$ cat src/rtl/bra_pkg.sv
`timescale 1ns / 1ps
// ----------------------------------------------------------------------------
// bra_pkg - shared types and constants of the bitmap run allocator
// Map geometry, request codes and the command/status bundles between the
// controller and the datapath.
// ----------------------------------------------------------------------------
package bra_pkg;

    localparam int MAP_BITS  = 1024;
    localparam int BYTE_W    = 8;
    localparam int MAP_BYTES = MAP_BITS / BYTE_W;
    localparam int BYTE_AW   = $clog2(MAP_BYTES);
    localparam int BIT_AW    = $clog2(BYTE_W);
    localparam int PTR_W     = BYTE_AW + 1;
    localparam int IDX_W     = 10;
    localparam int LEN_W     = 11;
    localparam int CFG_W     = 8;
    localparam int OP_W      = 2;
    localparam int IN_DATA_W  = 24;
    localparam int OUT_DATA_W = 16;

    localparam logic [CFG_W-1:0] MAP_BYTES_RESET = 8'd128;

    typedef enum logic [OP_W-1:0] {
        OP_CLEAR = 2'd0,
        OP_TEST  = 2'd1,
        OP_WRITE = 2'd2,
        OP_SCAN  = 2'd3
    } op_t;

    typedef struct packed {
        logic start;
        logic clear;
        logic rd;
        logic test;
        logic wr;
        logic scan_run;
        logic out_load;
    } bra_cmd_t;

    typedef struct packed {
        op_t  in_op;
        logic in_len_ok;
        op_t  req_op;
        logic scan_hit;
        logic scan_end;
        logic out_free;
    } bra_sts_t;

endpackage

$ cat src/rtl/bra_ctrl.sv
`timescale 1ns / 1ps
// ----------------------------------------------------------------------------
// bra_ctrl - request sequencer
// One-hot state machine that takes one request at a time and steps the
// datapath through clear, read-modify-write, test and scan.
// ----------------------------------------------------------------------------
module bra_ctrl (
    input  logic              aclk,
    input  logic              aresetn,
    input  logic              in_valid,
    output logic              in_ready,
    input  bra_pkg::bra_sts_t sts,
    output bra_pkg::bra_cmd_t cmd
);

    typedef enum logic [6:0] {
        ST_IDLE  = 7'b0000001,
        ST_CLEAR = 7'b0000010,
        ST_READ  = 7'b0000100,
        ST_TEST  = 7'b0001000,
        ST_WRITE = 7'b0010000,
        ST_SCAN  = 7'b0100000,
        ST_DONE  = 7'b1000000
    } state_t;

    state_t state_reg, state_next;

    assign in_ready = (state_reg == ST_IDLE);

    always_comb begin
        state_next = state_reg;
        cmd        = '0;
        case (state_reg)
            ST_IDLE: begin
                if (in_valid) begin
                    cmd.start = 1'b1;
                    case (sts.in_op)
                        bra_pkg::OP_CLEAR: state_next = ST_CLEAR;
                        bra_pkg::OP_TEST:  state_next = ST_READ;
                        bra_pkg::OP_WRITE: state_next = ST_READ;
                        default:           state_next = sts.in_len_ok ? ST_SCAN : ST_DONE;
                    endcase
                end
            end
            ST_CLEAR: begin
                cmd.clear  = 1'b1;
                state_next = ST_DONE;
            end
            ST_READ: begin
                cmd.rd     = 1'b1;
                state_next = (sts.req_op == bra_pkg::OP_TEST) ? ST_TEST : ST_WRITE;
            end
            ST_TEST: begin
                cmd.test   = 1'b1;
                state_next = ST_DONE;
            end
            ST_WRITE: begin
                cmd.wr     = 1'b1;
                state_next = ST_DONE;
            end
            ST_SCAN: begin
                cmd.scan_run = 1'b1;
                if (sts.scan_hit || sts.scan_end) begin
                    state_next = ST_DONE;
                end
            end
            ST_DONE: begin
                if (sts.out_free) begin
                    cmd.out_load = 1'b1;
                    state_next   = ST_IDLE;
                end
            end
            default: state_next = ST_IDLE;
        endcase
    end

    always_ff @(posedge aclk) begin
        if (!aresetn) begin
            state_reg <= ST_IDLE;
        end else begin
            state_reg <= state_next;
        end
    end

`ifndef NO_ASSERTIONS
    // one request in flight: an accepted word closes the input until done
    a_one_in_flight: assert property (@(posedge aclk) disable iff (!aresetn)
        (in_valid && in_ready) |=> !in_ready)
        else $error("bra_ctrl: input reopened right after accept");
`endif

endmodule

$ cat src/rtl/bra_datapath.sv
`timescale 1ns / 1ps
// ----------------------------------------------------------------------------
// bra_datapath - map storage, scan unit and result register
// Byte-wide map memory with per-byte valid bits, run counter for the
// first-fit scan, request and result registers, output register.
// ----------------------------------------------------------------------------
module bra_datapath (
    input  logic                             aclk,
    input  logic                             aresetn,
    input  logic [bra_pkg::IN_DATA_W-1:0]    in_tdata,
    input  logic [bra_pkg::OP_W-1:0]         in_tuser,
    input  logic                             cfg_valid,
    input  logic [bra_pkg::CFG_W-1:0]        cfg_data,
    input  bra_pkg::bra_cmd_t                cmd,
    output bra_pkg::bra_sts_t                sts,
    output logic                             m_tvalid,
    input  logic                             m_tready,
    output logic [bra_pkg::OUT_DATA_W-1:0]   m_tdata
);

    // map storage
    logic [bra_pkg::BYTE_W-1:0]    mem [bra_pkg::MAP_BYTES];
    logic [bra_pkg::MAP_BYTES-1:0] vld_reg, vld_next;
    logic [bra_pkg::BYTE_W-1:0]    rd_data_reg;
    logic                          rd_vld_reg;
    logic [bra_pkg::BYTE_W-1:0]    rd_eff;
    logic [bra_pkg::BYTE_AW-1:0]   rd_addr;
    logic                          rd_en;
    logic [bra_pkg::BYTE_W-1:0]    wr_byte;

    // configuration
    logic [bra_pkg::CFG_W-1:0]     map_bytes_reg;
    logic [bra_pkg::PTR_W-1:0]     bytes_use;
    logic [bra_pkg::LEN_W-1:0]     bits_use;

    // request
    bra_pkg::op_t                  op_reg;
    logic [bra_pkg::IDX_W-1:0]     idx_reg;
    logic                          val_reg;
    logic [bra_pkg::LEN_W-1:0]     len_reg;
    logic [bra_pkg::LEN_W-1:0]     in_len;

    // scan
    logic [bra_pkg::PTR_W-1:0]     ptr_reg;
    logic [bra_pkg::PTR_W-1:0]     dptr_reg;
    logic                          pend_reg;
    logic [bra_pkg::LEN_W-1:0]     cnt_reg;
    logic [bra_pkg::LEN_W-1:0]     run;
    logic                          byte_hit;
    logic [bra_pkg::BIT_AW-1:0]    hit_pos;
    logic [bra_pkg::IDX_W-1:0]     hit_bit;
    logic [bra_pkg::LEN_W-1:0]     hit_start;
    logic                          scan_issue;

    // result
    logic                          found_reg;
    logic [bra_pkg::IDX_W-1:0]     start_reg;
    logic                          state_reg;
    logic                          m_tvalid_reg;
    logic [bra_pkg::OUT_DATA_W-1:0] m_tdata_reg;

    // ---------------------------------------------------------------------
    // limits
    // ---------------------------------------------------------------------
    always_comb begin
        if (map_bytes_reg > bra_pkg::CFG_W'(bra_pkg::MAP_BYTES)) begin
            bytes_use = bra_pkg::PTR_W'(bra_pkg::MAP_BYTES);
        end else begin
            bytes_use = bra_pkg::PTR_W'(map_bytes_reg);
        end
    end

    assign bits_use = bra_pkg::LEN_W'({bytes_use, {bra_pkg::BIT_AW{1'b0}}});
    assign in_len   = in_tdata[bra_pkg::IDX_W+1 +: bra_pkg::LEN_W];

    always_ff @(posedge aclk) begin
        if (!aresetn) begin
            map_bytes_reg <= bra_pkg::MAP_BYTES_RESET;
        end else if (cfg_valid) begin
            map_bytes_reg <= cfg_data;
        end
    end

    // ---------------------------------------------------------------------
    // memory: one read or one write per cycle, registered read
    // ---------------------------------------------------------------------
    assign scan_issue = cmd.scan_run && (ptr_reg < bytes_use);
    assign rd_en      = cmd.rd || scan_issue;
    assign rd_addr    = cmd.scan_run ? ptr_reg[bra_pkg::BYTE_AW-1:0]
                                     : idx_reg[bra_pkg::IDX_W-1:bra_pkg::BIT_AW];
    assign rd_eff     = rd_vld_reg ? rd_data_reg : '0;

    always_comb begin
        wr_byte = rd_eff;
        wr_byte[idx_reg[bra_pkg::BIT_AW-1:0]] = val_reg;
    end

    always_ff @(posedge aclk) begin
        if (cmd.wr) begin
            mem[idx_reg[bra_pkg::IDX_W-1:bra_pkg::BIT_AW]] <= wr_byte;
        end
        if (rd_en) begin
            rd_data_reg <= mem[rd_addr];
        end
    end

    always_ff @(posedge aclk) begin
        if (rd_en) begin
            rd_vld_reg <= vld_reg[rd_addr];
        end
    end

    // clear drops the valid bit of every byte in use; bytes above stay
    always_comb begin
        vld_next = vld_reg;
        if (cmd.clear) begin
            for (int i = 0; i < bra_pkg::MAP_BYTES; i++) begin
                if (bra_pkg::PTR_W'(i) < bytes_use) begin
                    vld_next[i] = 1'b0;
                end
            end
        end
        if (cmd.wr) begin
            vld_next[idx_reg[bra_pkg::IDX_W-1:bra_pkg::BIT_AW]] = 1'b1;
        end
    end

    always_ff @(posedge aclk) begin
        if (!aresetn) begin
            vld_reg <= '0;
        end else begin
            vld_reg <= vld_next;
        end
    end

    // ---------------------------------------------------------------------
    // scan: extend the free run over one byte, lowest bit first
    // ---------------------------------------------------------------------
    always_comb begin
        run      = cnt_reg;
        byte_hit = 1'b0;
        hit_pos  = '0;
        for (int j = 0; j < bra_pkg::BYTE_W; j++) begin
            if (rd_eff[j]) begin
                run = '0;
            end else begin
                run = run + 1'b1;
            end
            if (!byte_hit && (run == len_reg)) begin
                byte_hit = 1'b1;
                hit_pos  = bra_pkg::BIT_AW'(j);
            end
        end
    end

    assign hit_bit   = {dptr_reg[bra_pkg::BYTE_AW-1:0], hit_pos};
    assign hit_start = bra_pkg::LEN_W'(hit_bit) + 1'b1 - len_reg;

    always_ff @(posedge aclk) begin
        if (!aresetn) begin
            pend_reg <= 1'b0;
        end else if (cmd.start) begin
            pend_reg <= 1'b0;
        end else if (cmd.scan_run) begin
            pend_reg <= scan_issue;
        end
    end

    always_ff @(posedge aclk) begin
        if (cmd.start) begin
            ptr_reg <= '0;
            cnt_reg <= '0;
        end else if (cmd.scan_run) begin
            if (scan_issue) begin
                ptr_reg  <= ptr_reg + 1'b1;
                dptr_reg <= ptr_reg;
            end
            if (pend_reg) begin
                cnt_reg <= run;
            end
        end
    end

    // ---------------------------------------------------------------------
    // request and result registers
    // ---------------------------------------------------------------------
    always_ff @(posedge aclk) begin
        if (cmd.start) begin
            op_reg  <= bra_pkg::op_t'(in_tuser);
            idx_reg <= in_tdata[bra_pkg::IDX_W-1:0];
            val_reg <= in_tdata[bra_pkg::IDX_W];
            len_reg <= in_len;
        end
    end

    always_ff @(posedge aclk) begin
        if (!aresetn) begin
            found_reg <= 1'b0;
            start_reg <= '0;
            state_reg <= 1'b0;
        end else if (cmd.start) begin
            found_reg <= 1'b0;
            start_reg <= '0;
            state_reg <= 1'b0;
        end else if (cmd.test) begin
            state_reg <= rd_eff[idx_reg[bra_pkg::BIT_AW-1:0]];
        end else if (cmd.scan_run && pend_reg && byte_hit) begin
            found_reg <= 1'b1;
            start_reg <= hit_start[bra_pkg::IDX_W-1:0];
        end
    end

    // ---------------------------------------------------------------------
    // output register
    // ---------------------------------------------------------------------
    always_ff @(posedge aclk) begin
        if (!aresetn) begin
            m_tvalid_reg <= 1'b0;
        end else if (cmd.out_load) begin
            m_tvalid_reg <= 1'b1;
        end else if (m_tready) begin
            m_tvalid_reg <= 1'b0;
        end
    end

    always_ff @(posedge aclk) begin
        if (cmd.out_load) begin
            m_tdata_reg <= bra_pkg::OUT_DATA_W'({state_reg, start_reg, found_reg});
        end
    end

    assign m_tvalid = m_tvalid_reg;
    assign m_tdata  = m_tdata_reg;

    // ---------------------------------------------------------------------
    // status
    // ---------------------------------------------------------------------
    assign sts.in_op     = bra_pkg::op_t'(in_tuser);
    assign sts.in_len_ok = (in_len != '0) && (in_len <= bits_use);
    assign sts.req_op    = op_reg;
    assign sts.scan_hit  = pend_reg && byte_hit;
    assign sts.scan_end  = !pend_reg && (ptr_reg == bytes_use);
    assign sts.out_free  = !m_tvalid_reg || m_tready;

`ifndef NO_ASSERTIONS
    a_load_free: assert property (@(posedge aclk) disable iff (!aresetn)
        cmd.out_load |-> (!m_tvalid_reg || m_tready))
        else $error("bra_datapath: result loaded over an unsent word");

    a_no_start_unless_found: assert property (@(posedge aclk) disable iff (!aresetn)
        !found_reg |-> (start_reg == '0))
        else $error("bra_datapath: start index set without a hit");

    a_scan_in_range: assert property (@(posedge aclk) disable iff (!aresetn)
        (cmd.scan_run && pend_reg) |-> (dptr_reg < bytes_use))
        else $error("bra_datapath: scan read a byte beyond the map in use");

    a_hit_in_map: assert property (@(posedge aclk) disable iff (!aresetn)
        (cmd.scan_run && pend_reg && byte_hit) |-> (bra_pkg::LEN_W'(hit_bit) < bits_use))
        else $error("bra_datapath: run ends outside the map in use");
`endif

endmodule

$ cat src/rtl/bitmap_run_allocator_unit.sv
`timescale 1ns / 1ps
// ----------------------------------------------------------------------------
// bitmap_run_allocator_unit - first-fit allocation bitmap
// Keeps a 1024-bit usage map (1 = used) and serves clear-all, test-bit,
// write-bit and scan-for-free-run requests, one result word per request.
// ----------------------------------------------------------------------------
//
// Channel   Direction  Handshake          Payload
// s_        in         s_tvalid/s_tready  s_tuser op, s_tdata request fields
// m_        out        m_tvalid/m_tready  m_tdata result fields
// cfg_      in         cfg_valid/ready    cfg_data map_bytes
//
// Test and write first read the addressed byte through the one map port; write
// then modifies it. A scan walks one byte per cycle and stops on the first
// fitting run, and answers without a walk when its length is 0 or exceeds the map.
// Reset: synchronous, active low; the map reads as all free, map_bytes is 128.
// Work one request at a time; take the next once its result sits in the output
// register, even with m_tready low, and hold it in its final step on a stall.
// ----------------------------------------------------------------------------
module bitmap_run_allocator_unit (
    input  logic                            aclk,
    input  logic                            aresetn,
    // request
    input  logic                            s_tvalid,
    output logic                            s_tready,
    input  logic [bra_pkg::IN_DATA_W-1:0]   s_tdata,   // bit_index[9:0], bit_value[10],
                                                       // run_length[21:11], zero[23:22]
    input  logic [bra_pkg::OP_W-1:0]        s_tuser,   // op[1:0]
    // result
    output logic                            m_tvalid,
    input  logic                            m_tready,
    output logic [bra_pkg::OUT_DATA_W-1:0]  m_tdata,   // found[0], start_index[10:1],
                                                       // bit_state[11], zero[15:12]
    // configuration
    input  logic                            cfg_valid,
    output logic                            cfg_ready,
    input  logic [bra_pkg::CFG_W-1:0]       cfg_data   // map_bytes[7:0]
);

    bra_pkg::bra_cmd_t cmd;
    bra_pkg::bra_sts_t sts;

    // register writes must arrive only while idle, which the block does not enforce: always take them
    assign cfg_ready = 1'b1;

    bra_ctrl u_ctrl (
        .aclk     (aclk),
        .aresetn  (aresetn),
        .in_valid (s_tvalid),
        .in_ready (s_tready),
        .sts      (sts),
        .cmd      (cmd)
    );

    bra_datapath u_datapath (
        .aclk      (aclk),
        .aresetn   (aresetn),
        .in_tdata  (s_tdata),
        .in_tuser  (s_tuser),
        .cfg_valid (cfg_valid),
        .cfg_data  (cfg_data),
        .cmd       (cmd),
        .sts       (sts),
        .m_tvalid  (m_tvalid),
        .m_tready  (m_tready),
        .m_tdata   (m_tdata)
    );

endmodule

$ cat config.mk
export PLATFORM = sky130hd
export DESIGN_NAME = bitmap_run_allocator_unit
export DESIGN_NICKNAME = d
export VERILOG_FILES = /design/src/rtl/bra_pkg.sv /design/src/rtl/bra_ctrl.sv /design/src/rtl/bra_datapath.sv /design/src/rtl/bitmap_run_allocator_unit.sv
export SDC_FILE = /design/constraint.sdc
export NUM_CORES = 2
export LEC_CHECK = 0
export ABC_AREA = 1
export BUFFER_PORTS_ARGS = -buffer_cell sky130_fd_sc_hd__buf_2
export CAP_MARGIN = 10
export CORE_UTILIZATION = 30
export CTS_CLUSTER_DIAMETER = 60
export DETAILED_ROUTE_END_ITERATION = 10
export GPL_ROUTABILITY_DRIVEN = 0
export PLACE_DENSITY = 0.45
export SETUP_SLACK_MARGIN = 0.05
export SKIP_CTS_REPAIR_TIMING = 1
export SLEW_MARGIN = 20
export SYNTH_ARGS = -nofsm -noshare
export SYNTH_HDL_FRONTEND = slang
export SYNTH_SLANG_ARGS = --single-unit
$ cat constraint.sdc
create_clock -name aclk -period 12.9 [get_ports aclk]
set_clock_uncertainty 0.1 [all_clocks]
set_input_delay 1.935 -clock aclk [delete_from_list [all_inputs] [get_ports aclk]]
set_output_delay 1.935 -clock aclk [all_outputs]
set_load 0.03 [all_outputs]
# ---- Word-level counts from Yosys, hierarchy flattened
# Memory sizes are Yosys's and may differ from the RTL's. A register that Yosys moved wholly into a read port is not among the register bits.
# Index checks and enable logic that the tools add are counted.
dict set report totals {
  regBits 220
  mem_bits_rw 1024
  in_bits 39
  memories 1
}
dict set report op_classes {
  add_sub_neg 11
  order_cmp 136
  eq_ne 22
  n_mux 185
  bitwise 4
  reduce_logical 38
}
# name words word_bits read_ports rd_ports_with_merged_regs write_ports line_no
set memory_table {}
lappend memory_table {u_datapath.mem 128 8 1 1 1 bra_datapath.sv:22} ;# logic [bra_pkg::BYTE_W-1:0] mem [bra_pkg::MAP_BYTES];
# op count
set op_table {}
lappend op_table {{7-bit by 8-bit < comparator with 1-bit output (first input constant)} 64}
lappend op_table {{6-bit by 8-bit < comparator with 1-bit output (first input constant)} 32}
lappend op_table {{128-bit two-way mux} 2}
lappend op_table {{1-bit two-way mux} 154}
lappend op_table {{5-bit by 8-bit < comparator with 1-bit output (first input constant)} 16}
lappend op_table {{128-bit bitwise OR} 1}
lappend op_table {{11-bit by 1-bit adder with 11-bit output (second input constant)} 8}
lappend op_table {{11-bit equality test} 8}
lappend op_table {{11-bit two-way mux} 8}
lappend op_table {{4-bit by 8-bit < comparator with 1-bit output (first input constant)} 8}
lappend op_table {{7-bit two-way mux} 5}
lappend op_table {{7-bit case mux with 5 select lines} 1}
lappend op_table {{3-bit by 8-bit < comparator with 1-bit output (first input constant)} 4}
lappend op_table {{1-bit by 8-bit < comparator with 1-bit output (first input constant)} 2}
lappend op_table {{2-bit by 8-bit < comparator with 1-bit output (first input constant)} 2}
lappend op_table {{7-bit by 8-bit < comparator with 1-bit output (second input constant)} 2}
lappend op_table {{8-bit two-way mux} 2}
lappend op_table {{1-bit logical AND} 15}
lappend op_table {{7-bit case mux with 2 select lines} 1}
lappend op_table {{3-bit two-way mux} 4}
lappend op_table {{11-bit less-or-equal comparator} 1}
lappend op_table {{11-bit nonzero test} 1}
lappend op_table {{10-bit by 1-bit adder with 10-bit output (second input constant)} 1}
lappend op_table {{10-bit subtractor} 1}
lappend op_table {{other kinds (34)} 53}

# ---- Logic depth before layout (Yosys ltp)
dict set report logic_depth {
  ltp_word 29
  depth_mapped 54
}

# ---- Hierarchy
# Synthesis repeated with hierarchy kept, for this count alone.
dict set report unflattened {
  hier_cells 5260
  area_unflattened_um2 54975.2
}
# mod n_inst cells_each area_each_um2 seq_area_each_um2
set modules_own_cells {}
lappend modules_own_cells {bra_datapath 1 5175 54437.2 35694.2}
lappend modules_own_cells {bra_ctrl 1 83 526.8 140.1}
lappend modules_own_cells {bitmap_run_allocator_unit 1 2 11.3 0.0}

# ---- Worst setup path before layout
# OpenSTA, ideal clock, no wires.
dict set report synth_path {
  path_kind {reg2reg}
  start {reg u_datapath.rd_vld_reg}
  end {mem u_datapath.mem[0][2] (netlist name) (data pin)}
  arrival_ns 5.796
  t_required_ns 11.603
  setup_slack_ns 5.807
  path_stages_with_launch 6
  period_less_slack_ns 7.093
  path_cell_list {edfxtp_1 buf_6 nand2_1 buf_6 buf_6 o21ai_0}
}
dict set report synth_between {
  elab_chain_len 2
}
# item line_no
set synth_lines {}
lappend synth_lines {{start, declared} bra_datapath.sv:25} ;# logic rd_vld_reg;
lappend synth_lines {{start signal, assigned} bra_datapath.sv:109} ;# rd_vld_reg <= vld_reg[rd_addr];
lappend synth_lines {{8-bit two-way mux} bra_datapath.sv:91} ;# assign rd_eff = rd_vld_reg ? rd_data_reg : '0;
lappend synth_lines {{8-bit bitwise mux} bra_datapath.sv:95} ;# wr_byte[idx_reg[bra_pkg::BIT_AW-1:0]] = val_reg;
lappend synth_lines {{named net u_datapath.wr_byte, one bit} bra_datapath.sv:29} ;# logic [bra_pkg::BYTE_W-1:0] wr_byte;
lappend synth_lines {{end, declared} bra_datapath.sv:22}
# The timed path passes the listed nets, and every way through them passes these cells.

# ---- Final worst setup path
dict set report layout_path {
  start {reg u_datapath.rd_vld_reg}
  end {reg u_datapath.start_reg[9] (netlist name)}
}
dict set report layout_between {
  elab_chain_len 27
}
# item line_no
set layout_lines {}
lappend layout_lines {{8-bit two-way mux (*)} bra_datapath.sv:91}
lappend layout_lines {{parallel branches: the longest is 26 deep, another holds 11-bit by 1-bit adder with 11-bit output} n/a}
lappend layout_lines {{end signal, assigned} bra_datapath.sv:209} ;# start_reg <= hit_start[bra_pkg::IDX_W-1:0];
lappend layout_lines {{end, declared} bra_datapath.sv:57} ;# logic [bra_pkg::IDX_W-1:0] start_reg;
# Every way passes the cells marked *.
# A chain may end at the register's enable or synchronous reset.

==> results.md <==
* Leak Pwr at 20.5 nW
* Sequential area share after synthesis at 65.1%
* CP Capture Type: flop
* WP data arrival at 8.37 ns
* Final Hold Fails at 0
* Largest net degree at the start of global routing at 175
* Utilization after layout at 34.3%
* Clock Pin Slew Worst Setup and Hold Paths at 0.06 ns
* # IOs at 58
* Gr ovfl total at 0
* CORE AREA at 182000 µm²
* Hold depth at 0
* Synth warnings at 0
* Max FO, Critical Path at 12
* Hold path startpoint: u_datapath.start_reg[5]
* Reg2reg path depth at 51
* Vias in the first global route at 37676
* TNS Setup at 0 ns
* Sink Count at 1252
* R2R Setup Slk at 5.09 ns
* Placed instance count at 7459
* Final period utilization at 60.6%
* Drt total wl at 180000 µm
* Critical Path Source: u_datapath.rd_vld_reg
* Worst reg2reg path startpoint: u_datapath.rd_vld_reg
* Yosys reg bits at 1252
* Max clock buf depth at 3
* Asr flop ratio synth at 0%
* Final Max Slew Viols at 0
* Post-synth top area share at 58.7%
* H-tree depth reported by CTS at 4
* Post-DP HPWL at 110000 µm
* Slowest cell on crit path: edfxtp_1
* First-pass GRT wire length at 263000 µm
* Share of layout cells above drive strength 1 at 8.68%
* Critical Setup Path Class: flop to flop
* Pwr Density at 157 nW/µm²
* Worst vdd ir at 0.117 mV
* DP Worst Slack at 5.07 ns
* Root Driver: clkbuf_16
* Count leader, synth: nor2_1
* TritonCTS Buffers at 143
* Die ar. at 185000 µm²
* Synth area leaders: edfxtp_1, nor2_1, o21ai_0
* Synth area leader: edfxtp_1
* Clock latency at the later pin of the worst-skew pair at 0.78 ns
* Number of synthesized flops with an enable pin at 1076
* Vias after detailed routing at 40324
* # nets final at 5319
* Max incr delay on CP at 0.52 ns
* Worst-Margin Slew at 1.20 ns
* Die width at 430 µm
* DRC errors left at 0
* First-pass DRT Iterations at 6
* Cell variety after synth at 56
* Final setup viols at 0
* CTS tree: built
* Detail Route Antenna Nets at 0
* RSZ-0062 raised after global routing: no
* Syn Area/Cell at 10.5 µm²
* Synth Cell Area at 55100 µm²
* Status: complete, no violations
* Vias per inst at 5.23
* Worst setup margin at 5.09 ns
* Area Growth Syn to Fin at 13.2%
* WP data required at 13.46 ns
* Reg2reg end: u_datapath.start_reg[9]
* Hold Path Sink: u_datapath.m_tdata[6]
* Mapped Cells at 5261
* Initial Util at 30.3%
* Worst rel slew slack at 20.1%
* Ys flop type: edfxtp_1
* Most used cell, CP: nor2_1
* Non-Filler Instances at 7717
* HP Class: flop to flop
* GRT Util Overall at 19.0%
* Max-cap violations at 0
* Initial antenna violation count at 5
* WL/cell at 23.3 µm
* Synth top cells by count: nor2_1, edfxtp_1, o21ai_0
* Fmax at 128 MHz
* Critical Path Source Type: flop
* I/O Buffers at 50
* Max reg flops at 1024
* Number of placement rows at 156
* Initial DRC count at 4228
* Min Tclk post-route at 7.81 ns
* Die H at 430 µm
==> how the worst max path moves through the flow <==
| stage | to | slack (ns) | cells after the start |
|---|---|---|---|
| 6_report | u_datapath.start_reg[9] | 5.09 | 51 |
| 5_1_grt | u_datapath.start_reg[9] | 4.25 | 52 |
| 4_1_cts | u_datapath.start_reg[9] | 5.05 | 51 |
| 3_5_place_dp | u_datapath.start_reg[9] | 5.07 | 51 |
| 3_3_place_gp | u_datapath.start_reg[9] | 5.05 | 51 |
| 2_1_floorplan | u_datapath.mem[0][2] | 5.81 | 5 |
==> metrics by stage <==
stage	cell area, µm²	hold slack [ns]	power [mW]
2_1_floorplan	55100	0.303	5.47
3_3_place_gp	57900	0.315	6.05
3_5_place_dp	57900	0.318	6.05
4_1_cts	62300	0.332	9.89
5_1_grt	62300	0.343	10.2
6_report	62300	0.328	9.81
==> metal layers <==
metal	vias to the layer above	part of all wire, %	global-route usage, %
met2	1241	45	29.1
met3	236	6.3	3.35
met4	4	2.4	4.92
met1	20059	47	27.5
li1	18784	-	-
met5	-	0.017	0
==> cells in the final DEF, fill, tap and decap left out, types with 42 or more instances in the layout <==
cell type,synthesis,routed
dfxtp_1,176,176
ha_1,44,44
o211ai_1,65,65
buf_4,11,83
inv_1,243,242
nand3_1,83,83
nand2_1,371,371
nor2_1,1214,1190
clkbuf_1,280,42
buf_2,0,50
o22ai_1,322,322
xor2_1,56,56
clkbuf_16,0,147
a21oi_1,179,178
o21ai_0,831,823
edfxtp_1,1076,1076
==> worst max-delay path: cells and delay by family, from the launching register on <==
kind	cells	cell delay, ns
fa+ha+maj	10	2.68
compound gates	6	0.89
buf+inv	11	0.71
flops	1	0.52
simple gates	23	2.63
xor+xnor	1	0.15
==> cell families after synthesis <==
kind of cell	share of synthesized area, %
buffers and inverters	4.16
adders and majority gates	1.04
xor gates and xnor gates	0.938
other	0.0136
DFF	65.1
and+or+nand+nor	13.5
AOI/OAI and AO/OA	15.3
==> cell type report <==
cell class	instances	area, µm²
diodes	3	7.51
clock buffers	195	3910
clock inverters	59	420
fillers	18316	119000
inverters	268	1030
multi-input cells	3432	17200
flip-flops and latches	1252	35800
well taps	2370	2970
repair buffers	138	981
==> power by group <==
part	switching, mW	internal (mW)	leakage [nW]
clock network	1.66	2.19	2.12
logic	1.11	0.342	7.20
registers	0.0382	4.48	11.2
Note: power is estimated with default switching activity, not from simulation.
